### config.mk
export PLATFORM = sky130hd
export DESIGN_NAME = string_escape_unescaper
export DESIGN_NICKNAME = d
export VERILOG_FILES = /design/src/rtl/seu_pkg.sv /design/src/rtl/seu_front.sv /design/src/rtl/seu_queue.sv /design/src/rtl/seu_back.sv /design/src/rtl/string_escape_unescaper.sv
export SDC_FILE = /design/constraint.sdc
export NUM_CORES = 1
export LEC_CHECK = 0
export BUFFER_PORTS_ARGS = -buffer_cell sky130_fd_sc_hd__clkbuf_2
export CORE_MARGIN = 5
export CORE_UTILIZATION = 55
export DETAILED_ROUTE_END_ITERATION = 6
export PLACE_DENSITY = 0.74
export SYNTH_ARGS = -nofsm -noshare
export SYNTH_HDL_FRONTEND = slang
export SYNTH_SLANG_ARGS = --single-unit
### constraint.sdc
create_clock -name clock -period 3.4 [get_ports clock]
set_input_delay 0.51 -clock clock [delete_from_list [all_inputs] [get_ports clock]]
set_output_delay 0.51 -clock clock [all_outputs]
set_load 0.02 [all_outputs]
### src/rtl/seu_pkg.sv
// Shared types and character constants for the string escape unescaper.
package seu_pkg;

   // Parser phases, one-hot
   typedef enum logic [4:0] {
      PH_IDLE = 5'b00001,
      PH_CR   = 5'b00010,
      PH_BS   = 5'b00100,
      PH_BSU  = 5'b01000,
      PH_HEX  = 5'b10000
   } phase_type;

   // Commands from the parser to the serializer
   typedef enum logic [1:0] {
      OP_BYTE = 2'd0,   // one byte, cp[7:0]
      OP_PAIR = 2'd1,   // 'u' followed by cp[7:0]
      OP_UTF8 = 2'd2    // UTF-8 encoding of cp, one to six bytes
   } op_type;

   typedef struct packed {
      op_type      op;
      logic [31:0] cp;
   } cmd_type;

   // One queue slot as seen from either side
   typedef struct packed {
      logic    valid;
      cmd_type cmd;
   } slot_type;

   localparam logic [7:0] CHAR_BS     = 8'h5C;
   localparam logic [7:0] CHAR_CR     = 8'h0D;
   localparam logic [7:0] CHAR_LF     = 8'h0A;
   localparam logic [7:0] CHAR_U      = 8'h75;
   localparam logic [7:0] CHAR_LBRACE = 8'h7B;

endpackage

### src/rtl/seu_front.sv
// Front end: byte classifier, escape parser and code point accumulator.
module seu_front (
   input  logic              clock,
   input  logic              reset,
   input  logic              csr_we,
   input  logic              csr_raw_mode,
   input  logic              accept,
   input  logic [7:0]        in_byte,
   input  logic              in_last,
   output seu_pkg::slot_type push_slot
);
   import seu_pkg::*;

   localparam int HEX_BITS = 4;   // one digit of radix 16

   typedef struct packed {
      logic       valid;
      logic [7:0] value;
   } esc_type;

   typedef struct packed {
      logic                valid;
      logic [HEX_BITS-1:0] value;
   } hex_type;

   function automatic esc_type escape_map(input logic [7:0] b);
      esc_type r;
      r.valid = 1'b1;
      unique case (b)
         8'h30:   r.value = 8'h00;   // '0'
         8'h5C:   r.value = 8'h5C;   // backslash
         8'h62:   r.value = 8'h08;   // 'b'
         8'h66:   r.value = 8'h0C;   // 'f'
         8'h6E:   r.value = 8'h0A;   // 'n'
         8'h72:   r.value = 8'h0D;   // 'r'
         8'h74:   r.value = 8'h09;   // 't'
         8'h76:   r.value = 8'h0B;   // 'v'
         8'h27:   r.value = 8'h27;   // single quote
         8'h22:   r.value = 8'h22;   // double quote
         8'h3F:   r.value = 8'h3F;   // '?'
         default: begin
            r.valid = 1'b0;
            r.value = 8'h00;
         end
      endcase
      return r;
   endfunction

   function automatic hex_type hex_value(input logic [7:0] b);
      hex_type r;
      r.valid = 1'b1;
      if (b >= 8'h30 && b <= 8'h39) begin
         r.value = HEX_BITS'(b - 8'h30);
      end else if (b >= 8'h61 && b <= 8'h66) begin
         r.value = HEX_BITS'(b - 8'h57);
      end else if (b >= 8'h41 && b <= 8'h46) begin
         r.value = HEX_BITS'(b - 8'h37);
      end else begin
         r.valid = 1'b0;
         r.value = '0;
      end
      return r;
   endfunction

   logic        raw_mode_ff;
   phase_type   phase_ff, phase_in;
   logic [31:0] acc_ff, acc_in, acc_shift;
   logic        plain_emit;
   logic [7:0]  plain_byte;
   phase_type   plain_next;
   esc_type     esc;
   hex_type     hx;
   logic        emit;
   cmd_type     cmd;

   assign esc       = escape_map(in_byte);
   assign hx        = hex_value(in_byte);
   assign acc_shift = {acc_ff[31-HEX_BITS:0], hx.value};

   // Ordinary byte handling from the idle phase
   always_comb begin
      plain_emit = 1'b1;
      plain_byte = in_byte;
      plain_next = PH_IDLE;
      if (in_byte == CHAR_BS && !raw_mode_ff && !in_last) begin
         plain_emit = 1'b0;
         plain_next = PH_BS;
      end else if (in_byte == CHAR_CR) begin
         plain_byte = CHAR_LF;
         plain_next = PH_CR;
      end
   end

   // Advance the phase and build the command for this byte
   always_comb begin
      phase_in = phase_ff;
      acc_in   = acc_ff;
      emit     = 1'b0;
      cmd.op   = OP_BYTE;
      cmd.cp   = {24'b0, plain_byte};
      unique case (phase_ff)
         PH_CR: begin
            if (in_byte == CHAR_LF) begin
               phase_in = PH_IDLE;
            end else begin
               emit     = plain_emit;
               phase_in = plain_next;
            end
         end
         PH_BS: begin
            if (in_byte == CHAR_U && !in_last) begin
               phase_in = PH_BSU;
            end else if (esc.valid) begin
               emit     = 1'b1;
               cmd.cp   = {24'b0, esc.value};
               phase_in = PH_IDLE;
            end else begin
               emit     = plain_emit;
               phase_in = plain_next;
            end
         end
         PH_BSU: begin
            if (in_byte == CHAR_LBRACE) begin
               acc_in   = '0;
               phase_in = PH_HEX;
               if (in_last) begin
                  emit   = 1'b1;
                  cmd.op = OP_UTF8;
                  cmd.cp = '0;
               end
            end else begin
               emit     = 1'b1;
               phase_in = plain_next;
               if (plain_emit) begin
                  cmd.op = OP_PAIR;
               end else begin
                  cmd.cp = {24'b0, CHAR_U};
               end
            end
         end
         PH_HEX: begin
            if (hx.valid) begin
               acc_in = acc_shift;
               if (in_last) begin
                  emit   = 1'b1;
                  cmd.op = OP_UTF8;
                  cmd.cp = acc_shift;
               end
            end else begin
               emit     = 1'b1;
               cmd.op   = OP_UTF8;
               cmd.cp   = acc_ff;
               phase_in = PH_IDLE;
            end
         end
         default: begin
            emit     = plain_emit;
            phase_in = plain_next;
         end
      endcase
      if (in_last) begin
         phase_in = PH_IDLE;
      end
   end

   // Drop code points that have no UTF-8 form
   assign push_slot.valid = accept && emit && !(cmd.op == OP_UTF8 && cmd.cp[31]);
   assign push_slot.cmd   = cmd;

   always_ff @(posedge clock) begin
      if (reset) begin
         raw_mode_ff <= 1'b0;
         phase_ff    <= PH_IDLE;
         acc_ff      <= '0;
      end else begin
         if (csr_we) begin
            raw_mode_ff <= csr_raw_mode;
         end
         if (accept) begin
            phase_ff <= phase_in;
            acc_ff   <= acc_in;
         end
      end
   end

   // The string end always closes any open escape
   assert property (@(posedge clock) disable iff (reset)
      accept && in_last |=> phase_ff == PH_IDLE)
      else $error("phase not idle after last byte");

endmodule

### src/rtl/seu_queue.sv
// Command queue between the parser and the serializer.
module seu_queue #(
   parameter int DEPTH = 4
) (
   input  logic              clock,
   input  logic              reset,
   input  seu_pkg::slot_type push_slot,
   output logic              full,
   output seu_pkg::slot_type head,
   input  logic              pop
);
   import seu_pkg::*;

   localparam int PTR_W = (DEPTH > 1) ? $clog2(DEPTH) : 1;
   localparam int CNT_W = $clog2(DEPTH + 1);

   cmd_type             mem_ff [DEPTH];
   logic [PTR_W-1:0]    wr_ptr_ff, rd_ptr_ff;
   logic [CNT_W-1:0]    count_ff;

   assign full       = (count_ff == CNT_W'(DEPTH));
   assign head.valid = (count_ff != '0);
   assign head.cmd   = mem_ff[rd_ptr_ff];

   // Store the pushed command
   always_ff @(posedge clock) begin
      if (push_slot.valid) begin
         mem_ff[wr_ptr_ff] <= push_slot.cmd;
      end
   end

   // Advance pointers and the fill count
   always_ff @(posedge clock) begin
      if (reset) begin
         wr_ptr_ff <= '0;
         rd_ptr_ff <= '0;
         count_ff  <= '0;
      end else begin
         if (push_slot.valid) begin
            wr_ptr_ff <= (wr_ptr_ff == PTR_W'(DEPTH - 1)) ? '0 : wr_ptr_ff + 1'b1;
         end
         if (pop) begin
            rd_ptr_ff <= (rd_ptr_ff == PTR_W'(DEPTH - 1)) ? '0 : rd_ptr_ff + 1'b1;
         end
         if (push_slot.valid && !pop) begin
            count_ff <= count_ff + 1'b1;
         end else if (pop && !push_slot.valid) begin
            count_ff <= count_ff - 1'b1;
         end
      end
   end

   assert property (@(posedge clock) disable iff (reset) push_slot.valid |-> !full)
      else $error("push into full queue");

   assert property (@(posedge clock) disable iff (reset) pop |-> head.valid)
      else $error("pop from empty queue");

endmodule

### src/rtl/seu_back.sv
// Back end: expands commands into result bytes, one per transfer.
module seu_back (
   input  logic              clock,
   input  logic              reset,
   input  seu_pkg::slot_type head,
   output logic              q_pop,
   output logic              rsp_empty,
   input  logic              rsp_pop,
   output logic [7:0]        rsp_out_byte,
   output logic              rsp_out_last
);
   import seu_pkg::*;

   function automatic logic [2:0] utf8_len(input logic [31:0] cp);
      logic [2:0] len;
      if (cp <= 32'h7F) len = 3'd1;
      else if (cp <= 32'h7FF) len = 3'd2;
      else if (cp <= 32'hFFFF) len = 3'd3;
      else if (cp <= 32'h1F_FFFF) len = 3'd4;
      else if (cp <= 32'h3FF_FFFF) len = 3'd5;
      else len = 3'd6;
      return len;
   endfunction

   logic        busy_ff;
   op_type      op_ff;
   logic [31:0] cp_ff;
   logic [2:0]  rem_ff, rem_load;
   logic        first_ff;
   logic [31:0] shifted;
   logic [7:0]  lead_mask;
   logic        done;

   assign rsp_empty    = !busy_ff;
   assign rsp_out_last = (rem_ff == 3'd0);
   assign done         = busy_ff && rsp_pop && (rem_ff == 3'd0);
   assign q_pop        = head.valid && (!busy_ff || done);

   // Bytes still to follow the first one of the new command
   always_comb begin
      case (head.cmd.op)
         OP_PAIR: rem_load = 3'd1;
         OP_UTF8: rem_load = utf8_len(head.cmd.cp) - 3'd1;
         default: rem_load = 3'd0;
      endcase
   end

   // Select the six-bit group for the current byte
   always_comb begin
      case (rem_ff)
         3'd1:    shifted = {6'b0, cp_ff[31:6]};
         3'd2:    shifted = {12'b0, cp_ff[31:12]};
         3'd3:    shifted = {18'b0, cp_ff[31:18]};
         3'd4:    shifted = {24'b0, cp_ff[31:24]};
         3'd5:    shifted = {30'b0, cp_ff[31:30]};
         default: shifted = cp_ff;
      endcase
   end

   // Lead byte marker for a sequence of rem_ff + 1 bytes
   always_comb begin
      case (rem_ff)
         3'd1:    lead_mask = 8'hC0;
         3'd2:    lead_mask = 8'hE0;
         3'd3:    lead_mask = 8'hF0;
         3'd4:    lead_mask = 8'hF8;
         3'd5:    lead_mask = 8'hFC;
         default: lead_mask = 8'h00;
      endcase
   end

   always_comb begin
      case (op_ff)
         OP_PAIR: rsp_out_byte = first_ff ? CHAR_U : cp_ff[7:0];
         OP_UTF8: rsp_out_byte = first_ff ? (lead_mask | shifted[7:0])
                                          : {2'b10, shifted[5:0]};
         default: rsp_out_byte = cp_ff[7:0];
      endcase
   end

   // Load the next command or step through the current one
   always_ff @(posedge clock) begin
      if (reset) begin
         busy_ff  <= 1'b0;
         rem_ff   <= '0;
         first_ff <= 1'b0;
      end else if (q_pop) begin
         busy_ff  <= 1'b1;
         rem_ff   <= rem_load;
         first_ff <= 1'b1;
      end else if (busy_ff && rsp_pop) begin
         if (rem_ff == 3'd0) begin
            busy_ff <= 1'b0;
         end else begin
            rem_ff   <= rem_ff - 3'd1;
            first_ff <= 1'b0;
         end
      end
   end

   always_ff @(posedge clock) begin
      if (q_pop) begin
         op_ff <= head.cmd.op;
         cp_ff <= head.cmd.cp;
      end
   end

   assert property (@(posedge clock) disable iff (reset)
      busy_ff && op_ff == OP_PAIR |-> rem_ff <= 3'd1)
      else $error("pair command longer than two bytes");

   assert property (@(posedge clock) disable iff (reset)
      busy_ff && !first_ff |-> op_ff != OP_BYTE)
      else $error("single byte command continued");

endmodule

### src/rtl/string_escape_unescaper.sv
// Top level of the string escape unescaper.
// Source bytes enter on the req_ channel: an item transfers when req_push is
// high and req_full is low; req_in_last marks the final byte of a string.
// Normalized bytes leave on the rsp_ channel: while rsp_empty is low the
// oldest byte is on rsp_out_byte, and it transfers when rsp_pop is high.
// rsp_out_last is high on the last byte produced by one source byte.
// csr_we writes csr_raw_mode; in raw mode backslashes pass through.
// An accepted source byte is stored in the command queue, then loaded into
// the serializer before its first result appears. The parser takes one byte
// per cycle while req_full is low; the serializer sends one result byte per
// cycle while rsp_pop is high. Sustained rate is one source byte per cycle
// while each gives at most one result byte; else the serializer sets it.
// The command queue (QUEUE_DEPTH entries) lets the parser run ahead while
// the receiver stalls; req_full rises only when that queue is full.
// Synchronous reset empties the queue, clears raw mode and returns the
// parser to idle; there is no clearing pass.
module string_escape_unescaper #(
   parameter int QUEUE_DEPTH = 4
) (
   input  logic       clock,
   input  logic       reset,
   input  logic       req_push,
   output logic       req_full,
   input  logic [7:0] req_in_byte,
   input  logic       req_in_last,
   output logic       rsp_empty,
   input  logic       rsp_pop,
   output logic [7:0] rsp_out_byte,
   output logic       rsp_out_last,
   input  logic       csr_we,
   input  logic       csr_raw_mode
);
   import seu_pkg::*;

   slot_type push_slot;
   slot_type head;
   logic     q_pop;
   logic     accept;

   assign accept = req_push && !req_full;

   seu_front u_front (
      .clock        (clock),
      .reset        (reset),
      .csr_we       (csr_we),
      .csr_raw_mode (csr_raw_mode),
      .accept       (accept),
      .in_byte      (req_in_byte),
      .in_last      (req_in_last),
      .push_slot    (push_slot)
   );

   seu_queue #(
      .DEPTH (QUEUE_DEPTH)
   ) u_queue (
      .clock     (clock),
      .reset     (reset),
      .push_slot (push_slot),
      .full      (req_full),
      .head      (head),
      .pop       (q_pop)
   );

   seu_back u_back (
      .clock        (clock),
      .reset        (reset),
      .head         (head),
      .q_pop        (q_pop),
      .rsp_empty    (rsp_empty),
      .rsp_pop      (rsp_pop),
      .rsp_out_byte (rsp_out_byte),
      .rsp_out_last (rsp_out_last)
   );

endmodule

==> flow_summary_export.csv, run 1 <==
group,metric,value,unit
outcome,outcome,"finished, final reports clean",
worst_setup_path,critPathMaxStageDelay,0.59,ns
routing,via_count,6755,
die,die_y,146,um
synthesis,ys_warn_count,0,
pwr,leakage,3.99,nW
sta,skew,0.0203,ns
routing,drt_wl_total,23700,um
grt,grt_max_degree,41,
die,die_area,0.0213,mm2
grt,grt_pass1_vias,6724,
sta,setup_ws,0.167,ns
grt,grt_usage,22.0,%
worst_setup_path,crit_type,"reg2reg",
placement,place_congestion,0.945,
worst_setup_path,cp_num_buf_inv,1,
die,ios,26,
synthesis,async_reset_ff_share,0,%
finish,areaGrowthSynthToFinish,13.6,%
sta,finalHoldViolCount,0,
finish,diodes,0,
die,initial_core_util,56.2,%
grt,grt_overflow,0,
job,drv_cap,0,
sta,fin_crit_sh,95.1,%
clock_network,cts_sinks,222,
clock_network,clkLatencyLatePin,0.50,ns
routing,post_drt_wl_per_cell,22.6,um
synthesis,synth_area_leaders,"edfxtp_1 50%, dfxtp_1 10%, mux4_1 5.4%",
grt,antenna_found_initial,0,
clock_network,clock_path_buffers,3,
routing,viasPerCell,6.45,
worst_setup_path,path_delay_family,"compound AO/OA/AOI/OAI gates",
synthesis,synth_edf_count,170,
worst_setup_path,end_kind,"register",
sta,tns,0,ns
placement,port_buffers,25,
sta,finalSetupViolations,0,
worst_setup_path,crit_fanout,8,
worst_setup_path,cpMaxStageDelayCell,"or4_1",
sta,rsz0062_at_grt,"no",
synthesis,synthesis.nets,784,
die,rows,49,
worst_setup_path,required,3.82,ns
synthesis,syn_avg_cell_area,13.6,um2
routing,drt_drc_violations_left,0,
worst_setup_path,path_cells,"or4_1 > a211oi_1 > o31ai_1 > a31oi_4 > ha_1 > inv_1 > fa_1 > xor2_1 > or3_1 > a21oi_1",
synthesis,synth_top_area_cell,"edfxtp_1",
synthesis,synth_top_area_share,50.2,%
sta,period_minus_slack,3.23,ns
synthesis,ys_seq_area_share,60.5,%
finish,drive_above_1_share,17.8,%
sta,worst_slew_margin_rel,34.9,%
placement,dp_cells,1007,
sta,fmax,309,MHz
routing,firstDrtPassIters,6,
sta,worst_pin_slew,0.977,ns
synthesis,synth-seq-cells,222,
placement,dp_hpwl,15900,um
clock_network,cts_tree,"built",
min_path,hp-class,"in2reg",
placement,place_ws,-0.120,ns
routing,ant_nets,0,
clock_network,cts-resized-gates,0,
grt,grt_pass1_wl,37500,um
clock_network,cts-root-buf,"clkbuf_16",
worst_setup_path,cp-start-kind,"register",
clock_network,clkTransAtPathRegs,0.06,ns
finish,fillerInstances,1288,
die,core_region_area,0.0181,mm2
synthesis,ys_dominant_reg_cell,"edfxtp_1",
clock_network,ctsHoldBuffers,0,
pwr,irDropWorstVdd,0.000424,V
synthesis,postSynthCellCount,746,
synthesis,synth.cell_area,0.0102,mm2
clock_network,htreeDepth,1,
worst_setup_path,arrival,3.65,ns
clock_network,postCtsSetupRepairBufs,0,
finish,layoutNonFillerInstCount,1047,
routing,drt_iter0_drc,621,
sta,slew_violations,0,
finish,layout.nets,840,
die,dieWidth,146,um
pwr,pwr_density_cell,751,mW/mm2
clock_network,cts_made_buffers,22,
synthesis,synthDistinctLibCells,74,
==> power breakdown <==
group,total [mW],switching (mW),internal (mW)
registers,3.77,0.262,3.51
logic,2.35,1.37,0.986
clock network,2.55,1.00,1.55
==> kinds of logic after synthesis <==
logic type	Yosys count	synth area share, %
and+or+nand+nor	191	9.38
DFF	222	60.5
adders and majority gates	23	2.90
muxes	41	9.05
AOI/OAI and AO/OA	192	13.9
buffers and inverters	68	3.57
xor gates and xnor gates	9	0.775
==> final timing paths <==
path         slack (ns)                               end                              from  depth (start not counted)
max                0.17  u_queue.count_ff[2]$_SDFFE_PP0P_  u_front.phase_ff[3]$_SDFFE_PP0P_                         10
min                0.28  u_front.raw_mode_ff$_SDFFE_PP0P_                      csr_raw_mode                          3
max reg2reg        0.17  u_queue.count_ff[2]$_SDFFE_PP0P_  u_front.phase_ff[3]$_SDFFE_PP0P_                         10
min reg2reg        0.51  u_queue.count_ff[2]$_SDFFE_PP0P_  u_queue.count_ff[2]$_SDFFE_PP0P_                          2
==> placed cells by master (no fill, tap or decap), types with 22 or more instances in the layout <==
cell / synthesis / routed
a22o_1: 26 / 26
clkbuf_2: 0 / 25
inv_1: 26 / 26
edfxtp_1: 170 / 170
a21oi_1: 34 / 33
buf_4: 0 / 45
clkbuf_16: 0 / 22
a22oi_1: 40 / 40
dfxtp_1: 52 / 51
ha_1: 22 / 22
nand2_1: 40 / 40
nor2_1: 71 / 71
==> worst register-to-register path, cell delays in order, from the launching register on <==
cell and delay (ns):
dfxtp_1 0.38, or4_1 0.59, a211oi_1 0.43, o31ai_1 0.21
a31oi_4 0.26, ha_1 0.22, inv_1 0.07, fa_1 0.37
xor2_1 0.18, or3_1 0.32, a21oi_1 0.14
==> flip-flops by register name (all words and copies together), names as in the netlist, named ones only <==
signal	count
u_queue.wr_ptr_ff	2
u_queue.count_ff	3
u_back.rem_ff	3
u_back.first_ff	1
u_queue.rd_ptr_ff	2
u_front.phase_ff	5
u_back.cp_ff	32
u_front.raw_mode_ff	1
u_back.busy_ff	1
u_front.acc_ff	32
u_queue.mem_ff	136
u_back.op_ff	2
==> cells in the mapped netlist, types with 5 or more instances <==
cell type / n
nand2_1: 40
inv_1: 26
nor2b_1: 9
nor3_1: 10
xnor2_1: 6
o21ai_0: 20
o31ai_1: 6
a221oi_1: 6
mux4_1: 21
nand2b_1: 8
dfxtp_1: 52
a21oi_1: 34
a221o_1: 5
clkbuf_1: 25
nor2_1: 71
a22o_1: 26
o22ai_1: 6
edfxtp_1: 170
and2_1: 7
mux4_2: 13
a21o_1: 6
a211oi_1: 5
nand3_1: 11
a22oi_1: 40
ha_1: 22
==> routing by layer <==
layer	wire, um	global-route usage, %	up-vias
met5	0	0	-
li1	-	-	3052
met4	561	6.51	0
met2	11600	36.4	284
met1	10100	30.5	3379
met3	1420	3.49	40
==> cell type report <==
type	instances	area (um2)	share of cell area [%]
Sequential cell	222	6150	53.2
Tap cell	229	287	2.48
Multi-Input combinational cell	456	3700	32.0
Inverter	26	97.6	0.845
Clock buffer	24	578	5.00
Clock inverter	16	199	1.72
Timing Repair Buffer	74	543	4.70
==> per-stage QoR <==
step	util [%]	total power [mW]	area [um2]	hold slack, ns
6_report	63.9	8.67	11500	0.277
5_1_grt	63.9	9.09	11500	0.299
4_1_cts	63.9	8.73	11500	0.266
3_5_place_dp	59.6	6.15	10800	0.481
3_3_place_gp	59.6	6.07	10800	0.464
2_1_floorplan	-	5.49	10200	0.454
(Power assumes the default switching activity.)
==> inputs of run 2 (changes only) <==
Settings changed: CTS_BUF_LIST from default to sky130_fd_sc_hd__clkbuf_4 sky130_fd_sc_hd__clkbuf_8, HOLD_SLACK_MARGIN from default to 0.02, SKIP_CTS_REPAIR_TIMING from default to 1.
==> flow_summary_export.csv, run 2 (synthesis results as in run 1) <==
group,metric,value,unit
routing,ant_nets,0,
sta,finalHoldViolCount,0,
die,dieWidth,146,um
pwr,pwr_density_cell,732,mW/mm2
worst_setup_path,required,3.82,ns
finish,drive_above_1_share,20.1,%
worst_setup_path,r2r_cells,10,
grt,grt_max_degree,41,
routing,drt_wl_total,22600,um
pwr,sw_frac_of_total,30.3,%
pwr,p_clk_share,27.9,%
grt,grt_usage,21.1,%
worst_setup_path,cp-start-kind,"register",
routing,drt_iter0_drc,553,
sta,tns,0,ns
finish,top_register,"u_queue.mem_ff",
finish,diodes,0,
grt,grt_pass1_wl,36100,um
finish,final_cell_area,0.0115,mm2
sta,worst_slew_margin_rel,34.4,%
pwr,irDropWorstVdd,0.000296,V
worst_setup_path,rrSetupSlack,0.13,ns
die,die_y,146,um
finish,final_core_util,63.7,%
sta,finalSetupViolations,0,
worst_setup_path,crit_type,"reg2reg",
pwr,p_int,5.88,mW
sta,slew_violations,0,
sta,rsz0062_at_grt,"no",
clock_network,clkLatencyLatePin,0.50,ns
sta,skew,0.0205,ns
routing,via_count,6656,
die,ios,26,
placement,port_buffers,25,
die,core_region_area,0.0181,mm2
worst_setup_path,arrival,3.69,ns
pwr,power.switching,2.55,mW
finish,areaGrowthSynthToFinish,13.3,%
clock_network,htreeDepth,2,
pwr,totalPowerFinal,8.44,mW
grt,antenna_found_initial,0,
placement,dp_cells,1007,
grt,grt_overflow,0,
finish,layout.nets,854,
pwr,seq_power_share,44.5,%
finish,mostFrequentLayoutCell,"edfxtp_1",
clock_network,cts_made_buffers,36,
pwr,comb_power_share,27.6,%
finish,layoutNonFillerInstCount,1069,
worst_setup_path,end_kind,"register",
clock_network,cts-root-buf,"clkbuf_8",
routing,viasPerCell,6.23,
min_path,hold-path-cell-count,3,
sta,setup_ws,0.131,ns
routing,drt_drc_violations_left,0,
clock_network,clkTransAtPathRegs,0.06,ns
placement,place_ws,-0.120,ns
worst_setup_path,crit_fanout,8,
clock_network,cts_tree,"built",
sta,worst_pin_slew,0.984,ns
finish,final_cell_mix,"170 x edfxtp_1, 71 x nor2_1, 51 x dfxtp_1, 45 x buf_4",
routing,firstDrtPassIters,7,
placement,dpl_cell_area,0.0108,mm2
routing,post_drt_wl_per_cell,21.1,um
outcome,outcome,"finished, final reports clean",
sta,fin_crit_sh,96.2,%
placement,place_congestion,0.945,
finish,largest_registers,"u_queue.mem_ff: 136 flops, u_back.cp_ff: 32 flops, u_front.acc_ff: 32 flops",
clock_network,cts_sinks,222,
grt,grt_pass1_vias,6613,
sta,period_minus_slack,3.27,ns
placement,dp_hpwl,15900,um
job,drv_cap,0,
die,initial_core_util,56.2,%
die,die_area,0.0213,mm2
finish,largest_reg_flops,136,
sta,hold_ws,0.280,ns
die,rows,49,
pwr,leakage,3.99,nW
sta,fmax,306,MHz
clock_network,clock_path_buffers,3,
min_path,hp-class,"in2reg",
-- run 2: final timing paths --
check | from | endpoint
worst max-delay path | u_front.phase_ff[3]$_SDFFE_PP0P_ | u_queue.count_ff[2]$_SDFFE_PP0P_
worst min-delay path | csr_raw_mode | u_front.raw_mode_ff$_SDFFE_PP0P_
worst max register to register | u_front.phase_ff[3]$_SDFFE_PP0P_ | u_queue.count_ff[2]$_SDFFE_PP0P_
worst min register to register | u_queue.rd_ptr_ff[0]$_SDFFE_PP0P_ | u_queue.rd_ptr_ff[0]$_SDFFE_PP0P_
-- run 2: area by class of cell --
type,instances,area [um2]
repair buffers,74,543
well taps,229,287
inverters,26,97.6
multi-input cells,456,3700
fillers,1295,6560
clock buffers,50,607
flip-flops and latches,222,6150
clock inverters,12,143
-- run 2: worst max-delay path, cell delays in order (launching register included) --
cell,delay [ns]
dfxtp_1,0.37
or4_1,0.59
a211oi_1,0.44
o31ai_1,0.22
a31oi_4,0.26
ha_1,0.22
inv_1,0.07
fa_1,0.38
xor2_1,0.19
or3_1,0.32
a21oi_1,0.15
-- run 2: layer usage --
layer	global-route usage, %	vias to the layer above	wire length, um
li1	-	3076	-
met1	30.3	3267	10100
met4	5.75	0	419
met2	33.9	271	10800
met3	3.08	42	1280
met5	0	-	0
-- run 2: power groups by stage --
stage / registers (mW) / logic (mW) / clock network [mW]
floorplan: 3.67 / 1.82 / 0
detailed placement: 3.81 / 2.33 / 0
global route: 3.81 / 2.54 / 2.54
CTS: 3.76 / 2.35 / 2.41
global placement: 3.79 / 2.28 / 0
finish: 3.76 / 2.33 / 2.35
==> inputs of run 3 (changes only) <==
Settings changed: CORE_MARGIN 5 to 2, PLACE_DENSITY 0.74 to 0.72.
Clock period 3.4 ns to 3.3 ns, I/O delays scaled along.
==> flow_summary_export.csv, run 3 (synthesis results as in run 1) <==
group,metric,value,unit
outcome,outcome,"finished, final reports clean",
sta,skew,0.0254,ns
sta,finalHoldViolCount,0,
worst_setup_path,crit_fanout,5,
die,dieWidth,140,um
die,rows,49,
sta,slew_violations,0,
routing,wl_met1,9720,um
grt,grt_overflow,0,
finish,fillerInstances,1317,
sta,tns,0,ns
grt,grt_pass1_wl,35800,um
worst_setup_path,arrival,2.69,ns
finish,top_register,"u_queue.mem_ff",
sta,worst_slew_margin_rel,33.7,%
routing,post_drt_wl_per_cell,20.7,um
grt,grt_max_degree,42,
finish,largest_registers,"u_queue.mem_ff: 136 flops, u_back.cp_ff: 32 flops, u_front.acc_ff: 32 flops",
grt,grt_pass1_vias,6678,
sta,period_minus_slack,3.18,ns
sta,finalSetupViolations,0,
finish,regArea,0.00615,mm2
worst_setup_path,cp-start-kind,"register",
routing,via_count,6689,
finish,drive_above_1_share,20.1,%
routing,ant_nets,0,
routing,wl_met2,10900,um
sta,fin_crit_sh,96.5,%
grt,grt_usage,23.2,%
routing,top_layer,"met4",
sta,setup_ws,0.116,ns
clock_network,cts-root-buf,"clkbuf_8",
min_path,hold-path-cell-count,3,
job,drv_cap,0,
routing,firstDrtPassIters,5,
pwr,pwr_density_cell,742,mW/mm2
clock_network,cts_made_buffers,36,
finish,multi_input_area,0.00370,mm2
placement,place_ws,-0.0602,ns
worst_setup_path,required,2.80,ns
clock_network,cts_sinks,222,
finish,mostFrequentLayoutCell,"edfxtp_1",
finish,layout.nets,859,
clock_network,clkTransAtPathRegs,0.06,ns
routing,drt_iter0_drc,584,
routing,routed-wl-met3,1080,um
placement,place_congestion,0.957,
pwr,leakage,4.00,nW
routing,drt_drc_violations_left,0,
worst_setup_path,r2r_cells,11,
sta,rsz0062_at_grt,"no",
sta,fmax,314,MHz
clock_network,cts_tree,"built",
placement,port_buffers,25,
routing,viasPerCell,6.22,
placement,dp_hpwl,15600,um
worst_setup_path,crit_type,"reg2out",
clock_network,clkLatencyLatePin,0.51,ns
finish,largest_reg_flops,136,
finish,diodes,0,
die,initial_core_util,56.4,%
clock_network,htreeDepth,2,
die,die_y,140,um
worst_setup_path,end_kind,"output port",
sta,worst_pin_slew,0.994,ns
routing,drt_wl_total,22300,um
die,core_region_area,0.0180,mm2
pwr,irDropWorstVdd,0.000807,V
clock_network,clock_path_buffers,3,
finish,final_cell_mix,"170 x edfxtp_1, 71 x nor2_1, 51 x dfxtp_1, 47 x buf_4",
grt,antenna_found_initial,0,
die,die_area,0.0196,mm2
finish,areaGrowthSynthToFinish,13.6,%
min_path,hp-class,"in2reg",
die,ios,26,
## run 3: layout make-up
cell class | count | share of cell area (%)
Inverter | 26 | 0.845
Clock inverter | 16 | 0.877
Clock buffer | 48 | 5.18
Tap cell | 229 | 2.48
Timing Repair Buffer | 79 | 5.35
Multi-Input combinational cell | 456 | 32.0
Sequential cell | 222 | 53.2
## run 3: worst max-delay path, cell delays in order (launching register included)
cell,delay [ns]
dfxtp_1,0.35
inv_1,0.17
ha_1,0.27
nor2b_2,0.26
mux2_2,0.36
o221a_2,0.24
nor2_1,0.12
nor2_1,0.06
o22a_1,0.21
clkbuf_2,0.15
## run 3: routing by layer
layer | global-route usage (%) | up-vias
met5 | 0 | -
met4 | 8.05 | 0
met3 | 4.24 | 51
met2 | 37.8 | 231
met1 | 31.7 | 3323
li1 | - | 3084
## run 3: final timing paths
kind                                startpoint                                to  slack (ns)
max              u_back.rem_ff[1]$_SDFFE_PP0P_                   rsp_out_byte[2]        0.12
min                               csr_raw_mode  u_front.raw_mode_ff$_SDFFE_PP0P_        0.23
max reg2reg   u_front.phase_ff[1]$_SDFFE_PP0P_  u_queue.count_ff[2]$_SDFFE_PP0P_        0.21
min reg2reg  u_queue.rd_ptr_ff[1]$_SDFFE_PP0P_                          register        0.48
## run 3: power breakdown
part,internal [mW],total [mW],switching (mW)
combinational,1.04,2.48,1.44
clock,1.26,2.28,1.02
sequential,3.62,3.81,0.198
total,5.92,8.57,2.65
## run 3: per-stage QoR
step / area, um2 / std cells / power, mW / hold WS (ns) / utilization (%)
4_1_cts: 11500 / 1076 / 8.62 / 0.210 / 64.1
3_3_place_gp: 10800 / 1012 / 6.27 / 0.466 / 60.2
2_1_floorplan: 10200 / 746 / 5.66 / 0.454 / -
6_report: 11500 / 1076 / 8.57 / 0.234 / 64.1
5_1_grt: 11500 / 1076 / 9.02 / 0.218 / 64.1
3_5_place_dp: 10800 / 1012 / 6.35 / 0.477 / 60.2
